==> src/hdl/tfcr_pkg.sv <==
// Package for the touch frame to contact report block.
// Holds constants, codes, word types and the position clamp helper.
// No dependencies; every other file in hdl/ depends on it.
`default_nettype none

package tfcr_pkg;

  // Frame layout and limits
  localparam int MAX_CONTACTS        = 5;
  localparam int FINGER_RECORD_BYTES = 30;
  localparam int HEADER_BYTES        = 46;
  localparam int FIRST_FRAME_CAP     = 80;
  localparam int TICKS_PER_UNIT      = 1000;
  localparam int SCAN_W              = 16;
  localparam int SCAN_MAX            = 16'hFFFF;
  localparam int CNT_W               = 3;
  localparam int NEED_W              = 17;

  // Scan time divider: gaps at or above SCAN_LIMIT saturate, the rest are
  // divided by a reciprocal multiply that is exact over DIV_IN_W bits.
  localparam longint SCAN_LIMIT = longint'(SCAN_MAX + 1) * TICKS_PER_UNIT;
  localparam int     DIV_IN_W   = $clog2(SCAN_LIMIT);
  localparam int     DIV_SHIFT  = DIV_IN_W + $clog2(TICKS_PER_UNIT);
  localparam longint DIV_RECIP  =
    ((longint'(1) << DIV_SHIFT) + TICKS_PER_UNIT - 1) / TICKS_PER_UNIT;
  localparam int     RECIP_W    = DIV_SHIFT - $clog2(TICKS_PER_UNIT) + 1;
  localparam int     PROD_W     = DIV_IN_W + RECIP_W;

  // Result queue
  localparam int QDEPTH = 8;
  localparam int QPTR_W = $clog2(QDEPTH);
  localparam int QCNT_W = $clog2(QDEPTH + 1);

  // Configuration reset values
  localparam logic [15:0] PALM_THR_RST = 16'd3500;
  localparam logic [15:0] IDLE_GAP_RST = 16'd5000;

  typedef enum logic { OP_HEADER = 1'b0, OP_FINGER = 1'b1 } op_t;
  typedef enum logic { KIND_CONTACT = 1'b0, KIND_SUMMARY = 1'b1 } kind_t;
  typedef enum logic { STATUS_OK = 1'b0, STATUS_LEN_ERR = 1'b1 } status_t;
  typedef enum logic [1:0] { SCAN_ZERO, SCAN_OWN, SCAN_FRAME } scan_src_t;

  typedef enum logic [2:0] {
    CFG_PALM_MAJOR  = 3'd0,
    CFG_PALM_MINOR  = 3'd1,
    CFG_X_ORIGIN    = 3'd2,
    CFG_Y_TOP       = 3'd3,
    CFG_X_SPAN      = 3'd4,
    CFG_Y_SPAN      = 3'd5,
    CFG_REPORT_EN   = 3'd6,
    CFG_IDLE_GAP    = 3'd7
  } cfg_index_t;

  typedef struct packed {
    op_t                op;
    logic [63:0]        timestamp;
    logic [15:0]        packet_length;
    logic [7:0]         finger_count;
    logic               click;
    logic signed [15:0] finger_x;
    logic signed [15:0] finger_y;
    logic signed [15:0] finger_pressure;
    logic [15:0]        touch_major;
    logic [15:0]        touch_minor;
  } in_word_t;

  typedef struct packed {
    kind_t       kind;
    logic [2:0]  contact_id;
    logic [15:0] pos_x;
    logic [15:0] pos_y;
    logic        tip_switch;
    logic [2:0]  contact_count;
    logic        button_clicked;
    logic [15:0] scan_time;
    status_t     status;
    logic        last;
  } out_word_t;

  // What one input word leaves behind: an optional contact, an optional summary
  typedef struct packed {
    logic             has_contact;
    logic [CNT_W-1:0] contact_id;
    logic [15:0]      pos_x;
    logic [15:0]      pos_y;
    logic             tip;
    logic             has_summary;
    logic [CNT_W-1:0] sum_count;
    logic             sum_click;
    status_t          sum_status;
    scan_src_t        scan_src;
  } entry_t;

  // Queue entry with the summary scan time resolved
  typedef struct packed {
    entry_t            e;
    logic [SCAN_W-1:0] scan;
  } q_entry_t;

  // Clamp a normalized coordinate to [0, span]
  function automatic logic [15:0] clamp_span(logic signed [16:0] n, logic [15:0] span);
    logic [15:0] res;
    if (n <= 17'sd0) begin
      res = '0;
    end else if (n[15:0] >= span) begin
      res = span;
    end else begin
      res = n[15:0];
    end
    return res;
  endfunction

endpackage

`default_nettype wire

==> src/hdl/tfcr_in_if.sv <==
// Input channel of the touch frame block: header and finger words.
// Depends on tfcr_pkg for the word type.
`default_nettype none

interface tfcr_in_if;
  logic               valid;
  logic               ready;
  tfcr_pkg::in_word_t data;

  modport source (output valid, output data, input ready);
  modport sink   (input valid, input data, output ready);
endinterface

`default_nettype wire

==> src/hdl/tfcr_out_if.sv <==
// Result channel of the touch frame block: contact and summary words.
// Depends on tfcr_pkg for the word type.
`default_nettype none

interface tfcr_out_if;
  logic                valid;
  logic                ready;
  tfcr_pkg::out_word_t data;

  modport source (output valid, output data, input ready);
  modport sink   (input valid, input data, output ready);
endinterface

`default_nettype wire

==> src/hdl/tfcr_cfg_if.sv <==
// Configuration write channel of the touch frame block.
// Depends on tfcr_pkg for the register index type.
`default_nettype none

interface tfcr_cfg_if;
  logic                  valid;
  logic                  ready;
  tfcr_pkg::cfg_index_t  index;
  logic [15:0]           wdata;

  modport source (output valid, output index, output wdata, input ready);
  modport sink   (input valid, input index, input wdata, output ready);
endinterface

`default_nettype wire

==> src/hdl/touch_frame_to_contact_report_top.sv <==
// Touch frame to contact report converter, top level.
// Depends on tfcr_pkg and the tfcr_in_if, tfcr_out_if, tfcr_cfg_if interfaces.
//
// Usage:
//   in_ch takes one word per cycle while in_ch.ready is high: a frame header (op 0) or a finger record
//   (op 1). A header checks the packet length, computes the scan time and
//   opens a frame; each non-palm finger yields a contact word, and the last
//   expected finger adds the summary word (last = 1). Disabled mode, length
//   errors and zero-finger headers give their summary at once.
//   out_ch delivers one result word per cycle while the receiver is ready; a word that yields a contact
//   and a summary delivers them on two consecutive handshakes.
//   cfg_ch writes one register per handshake and is always ready; write only
//   while no words are in flight.
// Timing:
//   Three register stages (input, reciprocal multiply for the divide by 1000,
//   scan time resolve) then an 8-entry result queue that feeds out_ch.
//   Sustained rate is one input word per cycle, bounded by the output port
//   at one result word per cycle. in_ch.ready drops when the queue plus the
//   words in flight would fill it, so a stalled receiver backs up into the
//   input without loss.
// Reset: synchronous, clears the frame and timing state, empties the queue
//   and loads the default register values.
`default_nettype none

module touch_frame_to_contact_report_top (
  input  logic       clk,
  input  logic       rst_n,
  tfcr_in_if.sink    in_ch,
  tfcr_out_if.source out_ch,
  tfcr_cfg_if.sink   cfg_ch
);
  import tfcr_pkg::*;

  // Configuration registers
  logic [15:0] palm_major_r, palm_minor_r, x_origin_r, y_top_r;
  logic [15:0] x_span_r, y_span_r, idle_gap_r;
  logic        report_en_r;

  // Frame and timing state
  logic [63:0]       last_time_r, last_time_nxt;
  logic [CNT_W-1:0]  prev_total_r, prev_total_nxt;
  logic              frame_open_r, frame_open_nxt;
  logic [CNT_W-1:0]  expected_r, expected_nxt;
  logic [CNT_W-1:0]  finger_idx_r, finger_idx_nxt;
  logic [CNT_W-1:0]  reported_r, reported_nxt;
  logic              frame_click_r, frame_click_nxt;
  logic [SCAN_W-1:0] frame_scan_r;

  // Pipeline stages
  logic              s1_valid_r, s2_valid_r, s3_valid_r;
  in_word_t          s1_item_r;
  entry_t            s1_entry, s2_entry_r, s3_entry_r;
  logic              s1_hdr_open, s2_hdr_open_r, s3_hdr_open_r;
  logic              s1_cap_ok, s2_cap_ok_r, s3_cap_ok_r;
  logic              s1_sat, s2_sat_r, s3_sat_r;
  logic [63:0]       s1_diff;
  logic [DIV_IN_W-1:0] s2_diff_r;
  logic [PROD_W-1:0] s2_prod;
  logic [SCAN_W-1:0] s3_quot_r;

  // Result queue
  q_entry_t          q_mem [QDEPTH];
  logic [QPTR_W-1:0] wr_ptr_r, rd_ptr_r;
  logic [QCNT_W-1:0] q_cnt_r;
  logic              phase_r;
  logic              push, pop_word, pop_entry;
  q_entry_t          head;
  q_entry_t          s3_q;
  logic              show_contact;
  logic [QCNT_W:0]   reserved;

  logic              in_acc;

  assign in_acc = in_ch.valid && in_ch.ready;

  // Room for the queue contents plus every word in flight plus one more
  assign reserved = {1'b0, q_cnt_r} + (QCNT_W + 1)'(s1_valid_r)
                  + (QCNT_W + 1)'(s2_valid_r) + (QCNT_W + 1)'(s3_valid_r);
  assign in_ch.ready  = reserved < (QCNT_W + 1)'(QDEPTH);
  assign cfg_ch.ready = 1'b1;

  // Configuration writes
  always_ff @(posedge clk) begin
    if (!rst_n) begin
      palm_major_r <= PALM_THR_RST;
      palm_minor_r <= PALM_THR_RST;
      x_origin_r   <= '0;
      y_top_r      <= '0;
      x_span_r     <= '0;
      y_span_r     <= '0;
      report_en_r  <= 1'b1;
      idle_gap_r   <= IDLE_GAP_RST;
    end else if (cfg_ch.valid) begin
      case (cfg_ch.index)
        CFG_PALM_MAJOR: palm_major_r <= cfg_ch.wdata;
        CFG_PALM_MINOR: palm_minor_r <= cfg_ch.wdata;
        CFG_X_ORIGIN:   x_origin_r   <= cfg_ch.wdata;
        CFG_Y_TOP:      y_top_r      <= cfg_ch.wdata;
        CFG_X_SPAN:     x_span_r     <= cfg_ch.wdata;
        CFG_Y_SPAN:     y_span_r     <= cfg_ch.wdata;
        CFG_REPORT_EN:  report_en_r  <= cfg_ch.wdata[0];
        CFG_IDLE_GAP:   idle_gap_r   <= cfg_ch.wdata;
        default: ;
      endcase
    end
  end

  // Stage 1: input register
  always_ff @(posedge clk) begin
    if (!rst_n) begin
      s1_valid_r <= 1'b0;
    end else begin
      s1_valid_r <= in_acc;
    end
  end

  always_ff @(posedge clk) begin
    if (in_acc) begin
      s1_item_r <= in_ch.data;
    end
  end

  // Stage 1 logic: frame control, length check, gap subtract, contact math
  always_comb begin
    logic [NEED_W-1:0]  need;
    logic [CNT_W-1:0]   adj;
    logic [CNT_W-1:0]   idx_inc;
    logic [CNT_W-1:0]   rep_inc;
    logic               palm;
    logic signed [16:0] nx, ny;

    s1_entry        = '0;
    s1_hdr_open     = 1'b0;
    s1_cap_ok       = 1'b0;
    last_time_nxt   = last_time_r;
    prev_total_nxt  = prev_total_r;
    frame_open_nxt  = frame_open_r;
    expected_nxt    = expected_r;
    finger_idx_nxt  = finger_idx_r;
    reported_nxt    = reported_r;
    frame_click_nxt = frame_click_r;

    // Gap since the last accepted frame, saturation decided here
    s1_diff = s1_item_r.timestamp - last_time_r;
    s1_sat  = (s1_diff[63:DIV_IN_W] != '0) ||
              (s1_diff[DIV_IN_W-1:0] >= DIV_IN_W'(SCAN_LIMIT));

    need = NEED_W'(HEADER_BYTES)
         + NEED_W'(s1_item_r.finger_count) * NEED_W'(FINGER_RECORD_BYTES);
    adj  = (s1_item_r.finger_count > 8'(MAX_CONTACTS)) ? CNT_W'(MAX_CONTACTS)
                                                       : s1_item_r.finger_count[CNT_W-1:0];

    palm = (s1_item_r.touch_major >= palm_major_r) &&
           (s1_item_r.touch_minor >= palm_minor_r);
    nx = {s1_item_r.finger_x[15], s1_item_r.finger_x} - $signed({x_origin_r[15], x_origin_r});
    ny = $signed({y_top_r[15], y_top_r}) - {s1_item_r.finger_y[15], s1_item_r.finger_y};
    idx_inc = finger_idx_r + CNT_W'(1);
    rep_inc = palm ? reported_r : reported_r + CNT_W'(1);

    if (s1_valid_r) begin
      case (s1_item_r.op)
        OP_HEADER: begin
          frame_open_nxt       = 1'b0;
          s1_entry.has_summary = 1'b1;
          s1_entry.scan_src    = SCAN_ZERO;
          s1_entry.sum_status  = STATUS_OK;
          if (!report_en_r) begin
            // disabled: empty summary, timing state kept, any open frame closed
          end else if ({1'b0, s1_item_r.packet_length} < need) begin
            s1_entry.sum_status = STATUS_LEN_ERR;
          end else begin
            last_time_nxt  = s1_item_r.timestamp;
            s1_cap_ok      = (prev_total_r == '0) && (adj != '0);
            prev_total_nxt = adj;
            if (adj == '0) begin
              s1_entry.sum_click = s1_item_r.click;
              s1_entry.scan_src  = SCAN_OWN;
            end else begin
              // the opening header resolves its own scan time for the frame
              s1_entry.scan_src    = SCAN_OWN;
              s1_entry.has_summary = 1'b0;
              s1_hdr_open          = 1'b1;
              frame_open_nxt       = 1'b1;
              expected_nxt         = adj;
              finger_idx_nxt       = '0;
              reported_nxt         = '0;
              frame_click_nxt      = s1_item_r.click;
            end
          end
        end
        OP_FINGER: begin
          if (frame_open_r) begin
            if (!palm) begin
              s1_entry.has_contact = 1'b1;
              s1_entry.contact_id  = finger_idx_r;
              s1_entry.pos_x       = clamp_span(nx, x_span_r);
              s1_entry.pos_y       = clamp_span(ny, y_span_r);
              s1_entry.tip         = !s1_item_r.finger_pressure[15] &&
                                     (s1_item_r.finger_pressure != '0);
            end
            reported_nxt   = rep_inc;
            finger_idx_nxt = idx_inc;
            // last expected record closes the frame
            if (idx_inc >= expected_r) begin
              s1_entry.has_summary = 1'b1;
              s1_entry.sum_count   = rep_inc;
              s1_entry.sum_click   = frame_click_r;
              s1_entry.sum_status  = STATUS_OK;
              s1_entry.scan_src    = SCAN_FRAME;
              frame_open_nxt       = 1'b0;
            end
          end
        end
        default: ;
      endcase
    end
  end

  // Frame and timing state registers
  always_ff @(posedge clk) begin
    if (!rst_n) begin
      last_time_r   <= '0;
      prev_total_r  <= '0;
      frame_open_r  <= 1'b0;
      expected_r    <= '0;
      finger_idx_r  <= '0;
      reported_r    <= '0;
      frame_click_r <= 1'b0;
    end else begin
      last_time_r   <= last_time_nxt;
      prev_total_r  <= prev_total_nxt;
      frame_open_r  <= frame_open_nxt;
      expected_r    <= expected_nxt;
      finger_idx_r  <= finger_idx_nxt;
      reported_r    <= reported_nxt;
      frame_click_r <= frame_click_nxt;
    end
  end

  // Stage 2 register
  always_ff @(posedge clk) begin
    if (!rst_n) begin
      s2_valid_r <= 1'b0;
      s3_valid_r <= 1'b0;
    end else begin
      s2_valid_r <= s1_valid_r;
      s3_valid_r <= s2_valid_r;
    end
  end

  always_ff @(posedge clk) begin
    s2_entry_r    <= s1_entry;
    s2_hdr_open_r <= s1_hdr_open;
    s2_cap_ok_r   <= s1_cap_ok;
    s2_sat_r      <= s1_sat;
    s2_diff_r     <= s1_diff[DIV_IN_W-1:0];
  end

  // Stage 2 logic: divide by 1000 through the reciprocal
  assign s2_prod = PROD_W'(s2_diff_r) * PROD_W'(DIV_RECIP);

  // Stage 3 register
  always_ff @(posedge clk) begin
    s3_entry_r    <= s2_entry_r;
    s3_hdr_open_r <= s2_hdr_open_r;
    s3_cap_ok_r   <= s2_cap_ok_r;
    s3_sat_r      <= s2_sat_r;
    s3_quot_r     <= s2_prod[DIV_SHIFT +: SCAN_W];
  end

  // Stage 3 logic: saturate, first-frame cap, pick the summary scan time
  always_comb begin
    logic [SCAN_W-1:0] scan_calc;
    logic [SCAN_W-1:0] scan_own;

    scan_calc = s3_sat_r ? SCAN_W'(SCAN_MAX) : s3_quot_r;
    scan_own  = (s3_cap_ok_r && (scan_calc > idle_gap_r)) ? SCAN_W'(FIRST_FRAME_CAP)
                                                          : scan_calc;
    s3_q.e = s3_entry_r;
    case (s3_entry_r.scan_src)
      SCAN_ZERO:  s3_q.scan = '0;
      SCAN_OWN:   s3_q.scan = scan_own;
      SCAN_FRAME: s3_q.scan = frame_scan_r;
      default:    s3_q.scan = '0;
    endcase
  end

  // Opened frame keeps its scan time for the closing summary
  always_ff @(posedge clk) begin
    if (!rst_n) begin
      frame_scan_r <= '0;
    end else if (s3_valid_r && s3_hdr_open_r) begin
      frame_scan_r <= s3_q.scan;
    end
  end

  // Result queue: one entry per input word that yields a result, one or two output words per entry
  assign push         = s3_valid_r && (s3_entry_r.has_contact || s3_entry_r.has_summary);
  assign head         = q_mem[rd_ptr_r];
  assign show_contact = head.e.has_contact && !phase_r;
  assign pop_word     = out_ch.valid && out_ch.ready;
  assign pop_entry    = pop_word && (!show_contact || !head.e.has_summary);

  always_ff @(posedge clk) begin
    if (push) begin
      q_mem[wr_ptr_r] <= s3_q;
    end
  end

  always_ff @(posedge clk) begin
    if (!rst_n) begin
      wr_ptr_r <= '0;
      rd_ptr_r <= '0;
      q_cnt_r  <= '0;
      phase_r  <= 1'b0;
    end else begin
      if (push) begin
        wr_ptr_r <= wr_ptr_r + QPTR_W'(1);
      end
      if (pop_entry) begin
        rd_ptr_r <= rd_ptr_r + QPTR_W'(1);
        phase_r  <= 1'b0;
      end else if (pop_word) begin
        phase_r  <= 1'b1;
      end
      case ({push, pop_entry})
        2'b10:   q_cnt_r <= q_cnt_r + QCNT_W'(1);
        2'b01:   q_cnt_r <= q_cnt_r - QCNT_W'(1);
        default: q_cnt_r <= q_cnt_r;
      endcase
    end
  end

  // Output word from the queue head
  always_comb begin
    out_ch.data = '0;
    if (show_contact) begin
      out_ch.data.kind       = KIND_CONTACT;
      out_ch.data.contact_id = head.e.contact_id;
      out_ch.data.pos_x      = head.e.pos_x;
      out_ch.data.pos_y      = head.e.pos_y;
      out_ch.data.tip_switch = head.e.tip;
      out_ch.data.status     = STATUS_OK;
      out_ch.data.last       = 1'b0;
    end else begin
      out_ch.data.kind           = KIND_SUMMARY;
      out_ch.data.contact_count  = head.e.sum_count;
      out_ch.data.button_clicked = head.e.sum_click;
      out_ch.data.scan_time      = head.scan;
      out_ch.data.status         = head.e.sum_status;
      out_ch.data.last           = 1'b1;
    end
  end

  assign out_ch.valid = (q_cnt_r != '0);

endmodule

`default_nettype wire

==> src/flat_wrapper.sv <==
// flat-port wrapper written by rule: the top's interface ports become plain ports
module touch_frame_to_contact_report_top_flat import tfcr_pkg::*;
  (clk, rst_n, in_ch_valid, in_ch_data, in_ch_ready, out_ch_valid, out_ch_data, out_ch_ready, cfg_ch_valid, cfg_ch_index, cfg_ch_wdata, cfg_ch_ready);
  tfcr_in_if in_ch_i ();
  tfcr_out_if out_ch_i ();
  tfcr_cfg_if cfg_ch_i ();
  input  logic clk;
  input  logic rst_n;
  input wire logic [$bits(in_ch_i.valid)-1:0] in_ch_valid;
  input wire logic [$bits(in_ch_i.data)-1:0] in_ch_data;
  output wire logic [$bits(in_ch_i.ready)-1:0] in_ch_ready;
  output wire logic [$bits(out_ch_i.valid)-1:0] out_ch_valid;
  output wire logic [$bits(out_ch_i.data)-1:0] out_ch_data;
  input wire logic [$bits(out_ch_i.ready)-1:0] out_ch_ready;
  input wire logic [$bits(cfg_ch_i.valid)-1:0] cfg_ch_valid;
  input wire logic [$bits(cfg_ch_i.index)-1:0] cfg_ch_index;
  input wire logic [$bits(cfg_ch_i.wdata)-1:0] cfg_ch_wdata;
  output wire logic [$bits(cfg_ch_i.ready)-1:0] cfg_ch_ready;
  assign in_ch_i.valid = in_ch_valid;
  assign in_ch_i.data = in_ch_data;
  assign in_ch_ready = in_ch_i.ready;
  assign out_ch_valid = out_ch_i.valid;
  assign out_ch_data = out_ch_i.data;
  assign out_ch_i.ready = out_ch_ready;
  assign cfg_ch_i.valid = cfg_ch_valid;
  assign cfg_ch_i.index = cfg_ch_index;
  assign cfg_ch_i.wdata = cfg_ch_wdata;
  assign cfg_ch_ready = cfg_ch_i.ready;
  touch_frame_to_contact_report_top u_core (.clk(clk), .rst_n(rst_n), .in_ch(in_ch_i), .out_ch(out_ch_i), .cfg_ch(cfg_ch_i));
endmodule
==> config.mk <==
export PLATFORM = sky130hd
export DESIGN_NAME = touch_frame_to_contact_report_top_flat
export DESIGN_NICKNAME = d
export VERILOG_FILES = /design/src/hdl/tfcr_pkg.sv /design/src/hdl/tfcr_in_if.sv /design/src/hdl/tfcr_out_if.sv /design/src/hdl/tfcr_cfg_if.sv /design/src/hdl/touch_frame_to_contact_report_top.sv /design/src/flat_wrapper.sv
export SDC_FILE = /design/constraint.sdc
export NUM_CORES = 2
export LEC_CHECK = 0
export BUFFER_PORTS_ARGS = -buffer_cell sky130_fd_sc_hd__clkbuf_2
export CAP_MARGIN = 0
export CORE_UTILIZATION = 62
export DETAILED_ROUTE_END_ITERATION = 10
export GPL_TIMING_DRIVEN = 0
export PLACE_DENSITY = 0.79
export SLEW_MARGIN = 20
export SYNTH_ARGS = -nofsm -noshare
export SYNTH_HDL_FRONTEND = slang
export SYNTH_SLANG_ARGS = --single-unit
==> constraint.sdc <==
create_clock -name clk -period 7.05 [get_ports clk]
set_input_delay 0.3525 -clock clk [delete_from_list [all_inputs] [get_ports clk]]
set_output_delay 0.3525 -clock clk [all_outputs]
set_load 0.02 [all_outputs]
# Word level (Yosys, flattened, before mapping)

Memories as Yosys holds them, arrays and structs flattened. A register that Yosys moved wholly into a read port is not among the register bits.
Index checks and enable logic that the tools add are counted.

Register bits: 529
RAM bits: 488
Input port bits: 194
Output and inout bits: 62
Word-level logic and storage cells: 199
Memories kept: 1

Memory list:

| memory       | words | width | rd ports | clocked after Yosys merged registers in | write ports | line                                    | RTL |
|---|---|---|---|---|---|---|---|
| u_core.q_mem | 8     | 61    | 1        | 1                                       | 1           | touch_frame_to_contact_report_top.sv:62 | `q_entry_t q_mem [QDEPTH];` |

$add $sub $neg: 13
Multipliers: 2
Order comparisons: 12
Equality and inequality tests: 15
Mux-type cells: 44
Bitwise logic cells: 7
Reduce and logical (&&, ||, !) cells: 44

Operators by type and width:

| kind                     | number |
|---|---|
| $mux W16                 | 6 |
| $ge A16 B16 Y1           | 4 |
| $sub A64 B64 Y64         | 1 |
| $mul A26 B27 Y52 const B | 1 |
| $reduce_bool A38 Y1      | 1 |
| $mux W37                 | 1 |
| $mux W36                 | 1 |
| $le A17 B1 Y1 const B    | 2 |
| $sub A16 B16 Y17         | 2 |
| $pmux W16 S2             | 1 |
| $mux W3                  | 9 |
| $ge A26 B26 Y1 const B   | 1 |
| $mux W20                 | 1 |
| $lt A16 B17 Y1           | 1 |
| $gt A16 B16 Y1           | 1 |
| $mux W8                  | 2 |
| $pmux W4 S2              | 2 |
| $reduce_and A2 Y1        | 8 |
| $reduce_bool A16 Y1      | 1 |
| $mux W1                  | 15 |
| $add A6 B13 Y14 const A  | 1 |
| $add A3 B1 Y3 const B    | 4 |
| $eq A3 B3 Y1 const B     | 4 |
| $mul A8 B4 Y12 const B   | 1 |
| 31 further kinds         | 66 |

# Logic depth before layout (Yosys ltp)

Depth in word-level cells: 7
Mapped depth: 28
Mapped depth without buffers: 28

# Worst setup path after synthesis

No wires, ideal clock.

Path kind: reg-to-reg
Start: register u_core.s2_diff_r[15]
End: register u_core.s3_quot_r[15]
Setup time: 0.072 ns
Arrival: 6.427 ns
Required time: 6.978 ns
Slack: 0.550 ns
Cell stages (with the launch flop): 26
Path buffers: 0
Period minus slack after synthesis: 6.500 ns
Cells stage by stage: dfxtp_1 > inv_1 > ha_1 > inv_1 > fa_1 > fa_1 > inv_1 > fa_1 > inv_1 > fa_1 > fa_1 > inv_1 > fa_1 > inv_1 > ha_1 > a21oi_1 > nor3b_1 > a21oi_1 > a2111oi_0 > o31ai_1 > a21oi_1 > a21boi_0 > nor2_1 > o21bai_1 > a311oi_1 > xnor2_1

Cells in the longest elaborated chain, start to end: 1

RTL lines:

| element                | line                                     | RTL |
|---|---|---|
| start, declared        | touch_frame_to_contact_report_top.sv:57  | `logic [DIV_IN_W-1:0] s2_diff_r;` |
| start signal, assigned | touch_frame_to_contact_report_top.sv:256 | `s2_diff_r <= s1_diff[DIV_IN_W-1:0];` |
| $mul A26 B27 Y52       | touch_frame_to_contact_report_top.sv:260 | `assign s2_prod = PROD_W'(s2_diff_r) * PROD_W'(DIV_RECIP);` |
| net u_core.s2_prod[51] | touch_frame_to_contact_report_top.sv:58  | `logic [PROD_W-1:0] s2_prod;` |
| end signal, assigned   | touch_frame_to_contact_report_top.sv:268 | `s3_quot_r <= s2_prod[DIV_SHIFT +: SCAN_W];` |
| end, declared          | touch_frame_to_contact_report_top.sv:59  | `logic [SCAN_W-1:0] s3_quot_r;` |

The timed path passes the listed nets, and every way through them passes these cells.
A chain may end at the register's enable or synchronous reset.

# Final worst setup path

Start: register u_core.s2_diff_r[20]
End: register u_core.s3_quot_r[15]

The elaborated chain is that of the path after synthesis.

==> metrics.txt <==
most frequent cells in the layout=651 x inv_1, 641 x edfxtp_1, 495 x nand2_1; worst-margin pin slew=1.11 ns; syn_nets=between 5000 and 6000; CTS clock-pin slew for the worst setup and hold paths=0.06 ns; most common flop cell mapped by yosys=edfxtp_1; EDFF count, synth=641; Syn Inst Count=4607; Routed Wire Length=about 140 mm; highest routed layer=met5; first drt pass iteration count=8; Relative slew margins=0.258; Avg Cell Area, Syn=roughly 12 um2; synth-to-layout area growth=16.1%; total CTS buffers=96; H-tree lvl count=3; fin area=63000 um2; Synth cell types=79; routed wl met3=10.6 mm; reg2reg path depth=23; minimum clock period=between 6 and 7 ns; Synth area leaders=edfxtp_1 35%, dfxtp_1 13%, ha_1 11%, fa_1 8.5%, mux4_2 4.9%; share of cells above drive strength 1=0.127; Max Fclk=0.147 GHz; CTS Sinks=between 1000 and 1500; Initial Utilization=0.626; Hold Path Depth=3; Hold Startpoint=cfg_ch_wdata[0]; status=complete, no violations; CP startpoint=u_core.s2_diff_r[20]; dpl cell area=approximately 58000 um2; Final HPWL DP=96.4 mm; Via density=5.74; vias=36800; RSZ-0062 raised after global routing=true; Layout Nets=6090; CTS Root Cell=clkbuf_16; Skew-Pair Late Insertion Delay=a little under 0.7 ns; flops & latches, synth=between 1000 and 1500; Post-DRT Antenna Nets=0; die span in x=298 um; Synth area leader=edfxtp_1; fin. max-slew vios=0; HP Class=in -> reg; setup slack at placement=-0.837 ns; WL met1=54.1 mm; Worst R2R Setup Slack=0.25 ns; most common cell after layout, fill and taps aside=inv_1; Core Rows=108; RR Startpoint=u_core.s2_diff_r[20]; Remaining DRCs=0; Detailed Route Iter0 Violations=2995; IO Pins=256; Worst EP required=7.64 ns; final worst-path cycle share=0.965; initial antenna violation count=15; CP Launch Type=register; Overall Global Routing Usage=0.307; Setup crit end kind=register; Synthesis Warnings=0; worst path arrival time=7.40 ns; final setup vio count=0; critical path class=reg -> reg; Final Hold Viols=0; CTS tree=done; first-pass GRT wire length=208 mm; Max-Cap Viols=0; Min-Delay Endpoint=u_core.x_span_r[0]; post-route setup slack=about 0.25 ns; Clock Skew=0.0371 ns; maximum buffer depth of the clock tree=3; grt ovf=0; DIE AREA=88700 um2; Crit Path Max Fanout=8; vias in the first global route=~38000; core area=86800 um2; Port Buffers=249; die height=298 um; DR WL met2=around 66 mm; largest net degree at the start of global routing=58; Yosys top cell area share=0.355; Synth Cell Area=54300 um2; post-DR wirelength/cell=about 21 um; GP Congestion=0.927; register area share after synthesis=0.488; Critical R2R Capture=u_core.s3_quot_r[15]; ys async rst share=0
==> what timing repair did <==
action	4_1_cts	5_1_grt
pin swaps	1	4
resized for setup	22	49
setup buffers	0	11
setup endpoints to repair	21	83
endpoints found under the hold margin	170	0
hold buffers	170	0
==> worst max path at each step <==
stage / to / slack (ns)
floorplan: u_core.s3_quot_r[15] / 0.55
global placement: u_core.q_mem[0][37] / -2.65
detailed placement: u_core.s3_quot_r[15] / -0.84
CTS: u_core.s3_quot_r[15] / -0.08
global route: u_core.s3_quot_r[15] / -0.06
finish: u_core.s3_quot_r[15] / 0.25
==> synth_stat cells (36+ instances only) <==
cell      number
inv_1        651
xor2_1        40
fa_1         230
nand2_1      495
ha_1         489
clkbuf_1     126
nor3_1        36
mux2i_1       80
o21ai_0      122
nor2_1       216
nand3_1       39
edfxtp_1     641
nand4_1       38
a21boi_0     169
xnor2_1       62
o211ai_1      37
a21o_1        66
mux4_2       118
a21oi_1      186
o21a_1        43
dfxtp_1      362
==> critical path, cell delays in order (launching register included) <==
cell	delay, ns
dfxtp_4	0.45
inv_1	0.08
fa_1	0.53
inv_1	0.05
fa_1	0.52
fa_1	0.44
fa_1	0.52
fa_1	0.44
fa_1	0.50
inv_1	0.06
fa_1	0.48
inv_1	0.04
ha_1	0.34
a21o_1	0.19
a21o_2	0.27
a311oi_4	0.32
o21bai_4	0.22
o31ai_4	0.13
a21oi_2	0.19
a21boi_0	0.13
nor2_1	0.23
o21bai_2	0.14
a311oi_2	0.28
xnor2_1	0.15
==> per-stage QoR <==
step	TNS (ns)	std cells	hold WS (ns)	util
2_1_floorplan	0	4607	0.310	-
3_3_place_gp	-416.52	6011	0.310	0.657
3_5_place_dp	-6.82	6052	0.312	0.665
4_1_cts	-0.0823	6404	0.0509	0.724
5_1_grt	-0.0577	6417	0.0665	0.726
6_report	0	6422	0.0969	0.727
==> final cells by class <==
type                    instances  area, um2
repair buffers                472       3670
plain buffers                 147        578
fillers                      5749      23700
inverters                     652       2450
diodes                          6       15.0
flip-flops and latches       1003      26600
multi-input cells            2805      24900
clock buffers                 130       2760
clock inverters                52        613
well taps                    1155       1450
==> logic make-up after synthesis <==
family	Yosys count	synth area share
buffers and inverters	799	0.0555
multiplexers	200	0.0641
AO/OA/AOI/OAI	776	0.0955
other	1	0.0000691
XOR/XNOR	102	0.0165
flip-flops	1003	0.488
AND/OR/NAND/NOR	1007	0.0826
adder cells (fa/ha/maj)	719	0.198
==> flip-flops by register name, summed over array words and instances (netlist names), 26 cells and up, named ones only <==
| signal | cells |
|---|---|
| u_core.last_time_r | 64 |
| u_core.q_mem | 472 |
| u_core.s1_item_r | 169 |
| u_core.s2_diff_r | 26 |
| u_core.s2_entry_r | 45 |
| u_core.s3_entry_r | 45 |
==> per-layer routing <==
| layer | vias to the layer above | GRT usage |
|---|---|---|
| met5 | - | 0 |
| met4 | 12 | 0.113 |
| met3 | 282 | 0.0596 |
| met2 | 1410 | 0.521 |
| met1 | 17900 | 0.393 |
| li1 | 17200 | - |
Power is left out: the tool's default activity adds up to more than one toggle a clock period on the data nets, which glitch-free logic cannot reach.
